[config.mk]
export PLATFORM = sky130hd
export DESIGN_NAME = tlcm_tone_table
export DESIGN_NICKNAME = d
export VERILOG_FILES = /design/src/sv/tlcm_pkg.sv /design/src/sv/tlcm_tone_table.sv
export SDC_FILE = /design/constraint.sdc
export NUM_CORES = 2
export LEC_CHECK = 0
export ABC_AREA = 0
export ABC_CLOCK_PERIOD_IN_PS = 7150
export BUFFER_PORTS_ARGS = -buffer_cell sky130_fd_sc_hd__clkbuf_2
export CAP_MARGIN = 20
export CORE_MARGIN = 1
export CORE_UTILIZATION = 45
export DETAILED_ROUTE_END_ITERATION = 8
export MAX_ROUTING_LAYER = met4
export SYNTH_ARGS = -nofsm -noshare
export SYNTH_HDL_FRONTEND = slang
export SYNTH_SLANG_ARGS = --single-unit
[constraint.sdc]
create_clock -name clk -period 7.15 [get_ports clk]
set_clock_uncertainty 0.2 [all_clocks]
set_input_delay 2.145 -clock clk [delete_from_list [all_inputs] [get_ports clk]]
set_output_delay 2.145 -clock clk [all_outputs]
set_load 0.02 [all_outputs]
[src/sv/tlcm_pkg.sv]
// Shared types and constants for the tone table and color matrix pixel unit.
// No dependencies; imported by every module of the block.
package tlcm_pkg;

    localparam int CHAN_W     = 8;
    localparam int TABLE_AW   = 8;
    localparam int CFG_DATA_W = 48;
    localparam int SLOT_W     = 16;
    localparam int NUM_CHAN   = 3;

    localparam logic [CHAN_W-1:0] CHAN_MAX = 8'd255;

    localparam logic MODE_PIXEL = 1'b0;
    localparam logic MODE_LOAD  = 1'b1;

    typedef enum logic [1:0] {
        CFG_RED_ROW   = 2'd0,
        CFG_GREEN_ROW = 2'd1,
        CFG_BLUE_ROW  = 2'd2,
        CFG_BYPASS    = 2'd3
    } cfg_index_t;

    typedef logic [CHAN_W-1:0] chan_t;
    typedef logic [NUM_CHAN-1:0][CHAN_W-1:0] rgb_t;

    typedef struct packed {
        logic  mode;
        chan_t red_in;
        chan_t green_in;
        chan_t blue_in;
        chan_t alpha_in;
        chan_t table_index;
        chan_t table_value;
    } pixel_in_t;

    typedef struct packed {
        chan_t red_out;
        chan_t green_out;
        chan_t blue_out;
        chan_t alpha_out;
    } pixel_out_t;

endpackage

[src/sv/tlcm_tone_table.sv]
// Tone table: two copies of the 256-entry table, one read at the red and green
// addresses, the other at the blue address. Both take the same write. Uses tlcm_pkg.
module tlcm_tone_table
    import tlcm_pkg::*;
(
    input  logic                clk,
    input  logic                wr_en,
    input  logic [TABLE_AW-1:0] wr_addr,
    input  chan_t               wr_data,
    input  logic                rd_en,
    input  rgb_t                rd_addr,
    output rgb_t                rd_data
);

    localparam int DEPTH = 1 << TABLE_AW;

    chan_t mem_rg [DEPTH];
    chan_t mem_b  [DEPTH];
    rgb_t  rd_data_reg;

    always_ff @(posedge clk)
    begin
        if (wr_en)
        begin
            mem_rg[wr_addr] <= wr_data;
            mem_b[wr_addr]  <= wr_data;
        end
        if (rd_en)
        begin
            rd_data_reg[0] <= mem_rg[rd_addr[0]];
            rd_data_reg[1] <= mem_rg[rd_addr[1]];
            rd_data_reg[2] <= mem_b[rd_addr[2]];
        end
    end

    assign rd_data = rd_data_reg;

endmodule

* Yosys cells after proc, flatten, opt, wreduce, memory -nomap -nowiden *
Memories as Yosys holds them, arrays and structs flattened. A register that Yosys moved wholly into a read port is not among the register bits.
Index checks and enable logic that the tools add are counted.

storage, ports and cells
  flip-flop bits (word level) = 0
  RAM bits = 4096
  input port bits = 43
  output and inout port bits = 24
  word-level logic and storage cells = 4
  memories kept = 2

operators by class
  muxes and demuxes = 2

memory list
  name    words  width  rd ports  clocked after Yosys merged registers in  write ports  line                   RTL
  mem_b   256    8      1         1                                        1            tlcm_tone_table.sv:18  chan_t mem_b [DEPTH];
  mem_rg  256    8      2         2                                        1            tlcm_tone_table.sv:17  chan_t mem_rg [DEPTH];

operators with widths
  operator  count
  $mux 1    2

* Depth between registers and ports, before layout *
  word-level depth = 2
  gate-level depth with buffers = 13
  gate-level depth less buffers = 6

* Worst setup path after synthesis *
No wires, ideal clock.

  path type = input-to-reg
  start point = input port rd_addr[0] in the netlist's numbering
  end point = register rd_data_reg (netlist bit rd_data[0]), read port of mem_rg, data pin
  arrival time = 4.136 ns
  slack = 2.551 ns
  stages = 8
  cells stage by stage = buf_6 buf_6 buf_6 buf_2 mux4_2 mux4_2 a211oi_1 nor3_1

RTL lines
  item                line                   RTL
  start: declaration  tlcm_tone_table.sv:11  input rgb_t rd_addr,
  end: declaration    tlcm_tone_table.sv:19  rgb_t rd_data_reg;

==> results.py <==
metrics = {
    "status": {
        "outcome": "finished with violations",
        "violations": "design-rule violations",
    },
    "clock_tree": {
        "cts_root_buf": "clkbuf_16",
        "ctsLongestPathBuffers": 3,
        "cts-htree-levels": 4,
        "clk_latency_ps": 920,
        "clkSinkCount": 2072,
        "cts_tree": "yes",
        "hold_buffers": 0,
        "clk_pin_slew_ps": 70,
        "post_cts_resized": 0,
        "cts_buffers": 222,
        "postCtsSetupBuffers": 0,
    },
    "logic_synthesis": {
        "yosysWarningCount": 0,
        "netlist_top_cells_area": "edfxtp_1 (55%), mux4_2 (30%), mux2i_1 (3.9%)",
        "synth_area_per_cell_um2": 18.5,
        "synth_nets": 6195,
        "synth_edf_count": 2072,
        "synth_area_um2": 114000,
        "synthArstFlopShare": 0,
        "synth_top_area_cell": "edfxtp_1",
        "seq_area_frac_synth": 0.547,
        "synth.ff_latch_count": 2072,
        "ys.flop_type": "edfxtp_1",
        "synth_top_area_frac": 0.547,
        "postSynthCellCount": 6152,
        "synth_cell_type_count": 68,
    },
    "sta": {
        "worst_slew_pin_slew_ps": 1320,
        "setup_viol": 0,
        "final_hold_viol_count": 0,
        "rsz0062_at_grt": "no",
        "relSlewSlack": 0.112,
        "period_minus_slack_ps": 5900,
        "tns_ps": 0,
        "slew_violations": 0,
        "whs_ps": 861,
        "finalCritPeriodShare": 0.825,
        "maxClockFrequency_mhz": 170,
    },
    "worst_setup_path": {
        "arrival_ps": 6310,
        "start_kind": "input pin",
        "cp_max_fo": 27,
        "crit_type": "in2reg",
        "critPathLaunch": "rd_addr[16]",
        "r2r_setup_slack_ps": 3160,
        "timing.rr.end": "rd_data[19]",
        "end_kind": "flop",
        "crit_end": "rd_data[19]",
        "required_ps": 7560,
        "rr_worst_depth": 6,
        "reg2reg_from": "mem_rg[163][3]",
    },
    "die": {
        "die_y_um": 505,
        "rows": 184,
        "core-area_um2": 251000,
        "die_area_um2": 255000,
        "die_w_um": 505,
        "io_pins": 67,
        "start_util": 0.452,
    },
    "flow_run": {
        "drv_cap": 0,
    },
    "grt": {
        "grt_pass1_vias": 71300,
        "grt.total_usage": 0.358,
        "antenna_found_initial": 35,
        "grt_pass1_wl_um": 606000,
        "gr-total-overflow": 0,
        "grt_start_max_net_pins": 161,
    },
    "detailed_routing": {
        "drc": 28,
        "num_vias": 74200,
        "first_iter_violations": 12900,
        "wl_per_cell_um": 44.5,
        "first_pass_iters": 8,
        "ant_nets": 0,
        "via_per_inst": 7.45,
        "wirelength_um": 444000,
    },
    "pwr": {
        "power_density_nw_per_um2": 224,
        "p_leak_nw": 40.3,
        "peakVddDrop_uv": 264,
    },
    "placed_design": {
        "place_congestion": 1.01,
        "dp_cells": 9503,
        "io_buffers": 66,
        "placed_cell_area_um2": 120000,
        "dp_hpwl_um": 296000,
    },
    "finish": {
        "drive_above_1_share": 0.384,
        "final_area_um2": 127000,
        "largest_reg_flops": 2048,
        "layout_common_cells": "edfxtp_1 (2072), mux4_2 (1540), mux2i_1 (448), buf_4 (433), nor2_1 (334)",
        "final_common_cell": "edfxtp_1",
        "syn2layout_area_growth_pct": 11.8,
        "nets": 6433,
        "stdcell_count": 9959,
    },
    "worst_hold_path": {
        "min-delay-path-class": "reg2reg",
    },
}
## through the flow
step	worst slack [ps]	power [mW]	util
6_report	1250	28.5	0.506
5_1_grt	1250	29.0	0.505
4_1_cts	1420	28.5	0.505
3_5_place_dp	474	17.1	0.476
3_3_place_gp	391	17.1	0.476
2_1_floorplan	2550	15.6	-
## report_power, final
part           switching [mW]  leakage (nW)  internal (mW)
clock                    5.16          3.43           6.34
combinational            2.19          18.2           1.31
sequential             0.0731          18.6           13.4
total                    7.42          40.3           21.1
## per-layer routing
layer / up-vias / routed length (µm) / share of wire / track usage
met2: 6023 / 197000 / 0.44 / 0.506
li1: 27600 / - / - / -
met3: 1039 / 61400 / 0.14 / 0.104
met4: 0 / 26000 / 0.059 / 0.180
met5: - / 0 / 0 / -
met1: 39500 / 159000 / 0.36 / 0.471
## cell usage after synthesis (all sizes together), types with 64 or more instances
cell	instances
edfxtp	2072
o22ai	95
clkbuf	190
o221ai	114
nor2	340
a211oi	64
o21ai	75
mux2i	448
mux4	1540
nand2	195
a21oi	105
buf	370
## cells by family (layout without fill, tap and decap cells)
| family | after synthesis | count (layout) | synth area share |
|---|---|---|---|
| buffers and inverters | 581 | 1001 | 0.0301 |
| AND/OR/NAND/NOR | 766 | 766 | 0.0299 |
| multiplexers | 2028 | 2028 | 0.348 |
| AO/OA/AOI/OAI | 705 | 705 | 0.0445 |
| flip-flops | 2072 | 2072 | 0.547 |
| other | 0 | 39 | 0 |
## worst max-delay path: stages
cell      delay (ps)
buf_8            400
buf_4            550
mux4_2           600
mux4_2           510
o21ai_0          810
a31oi_1          140
a211oi_1         930
nor3_1           180
## worst min path at each step
stage / startpoint / endpoint / slack [ps] / cells after the start
2_1_floorplan: mem_rg[61][3] / rd_data[19] / 590 / 4
3_3_place_gp: mem_rg[53][2] / rd_data[18] / 830 / 4
3_5_place_dp: mem_rg[53][2] / rd_data[18] / 820 / 4
4_1_cts: mem_rg[53][2] / rd_data[18] / 840 / 4
5_1_grt: mem_rg[53][2] / rd_data[18] / 880 / 4
6_report: mem_rg[53][2] / rd_data[18] / 860 / 4
## cell type report
cell class                 count  area, µm²
sequential                  2072      62200
clock inverter               137       1400
inverter                      21       91.3
tap                         3348       4190
antenna                       39       97.6
multi-input combinational   3499      48200
fill                       20300     124000
clock buffer                 269       5730
timing repair buffer         574       5190
Note: power is estimated with default switching activity, not from simulation.
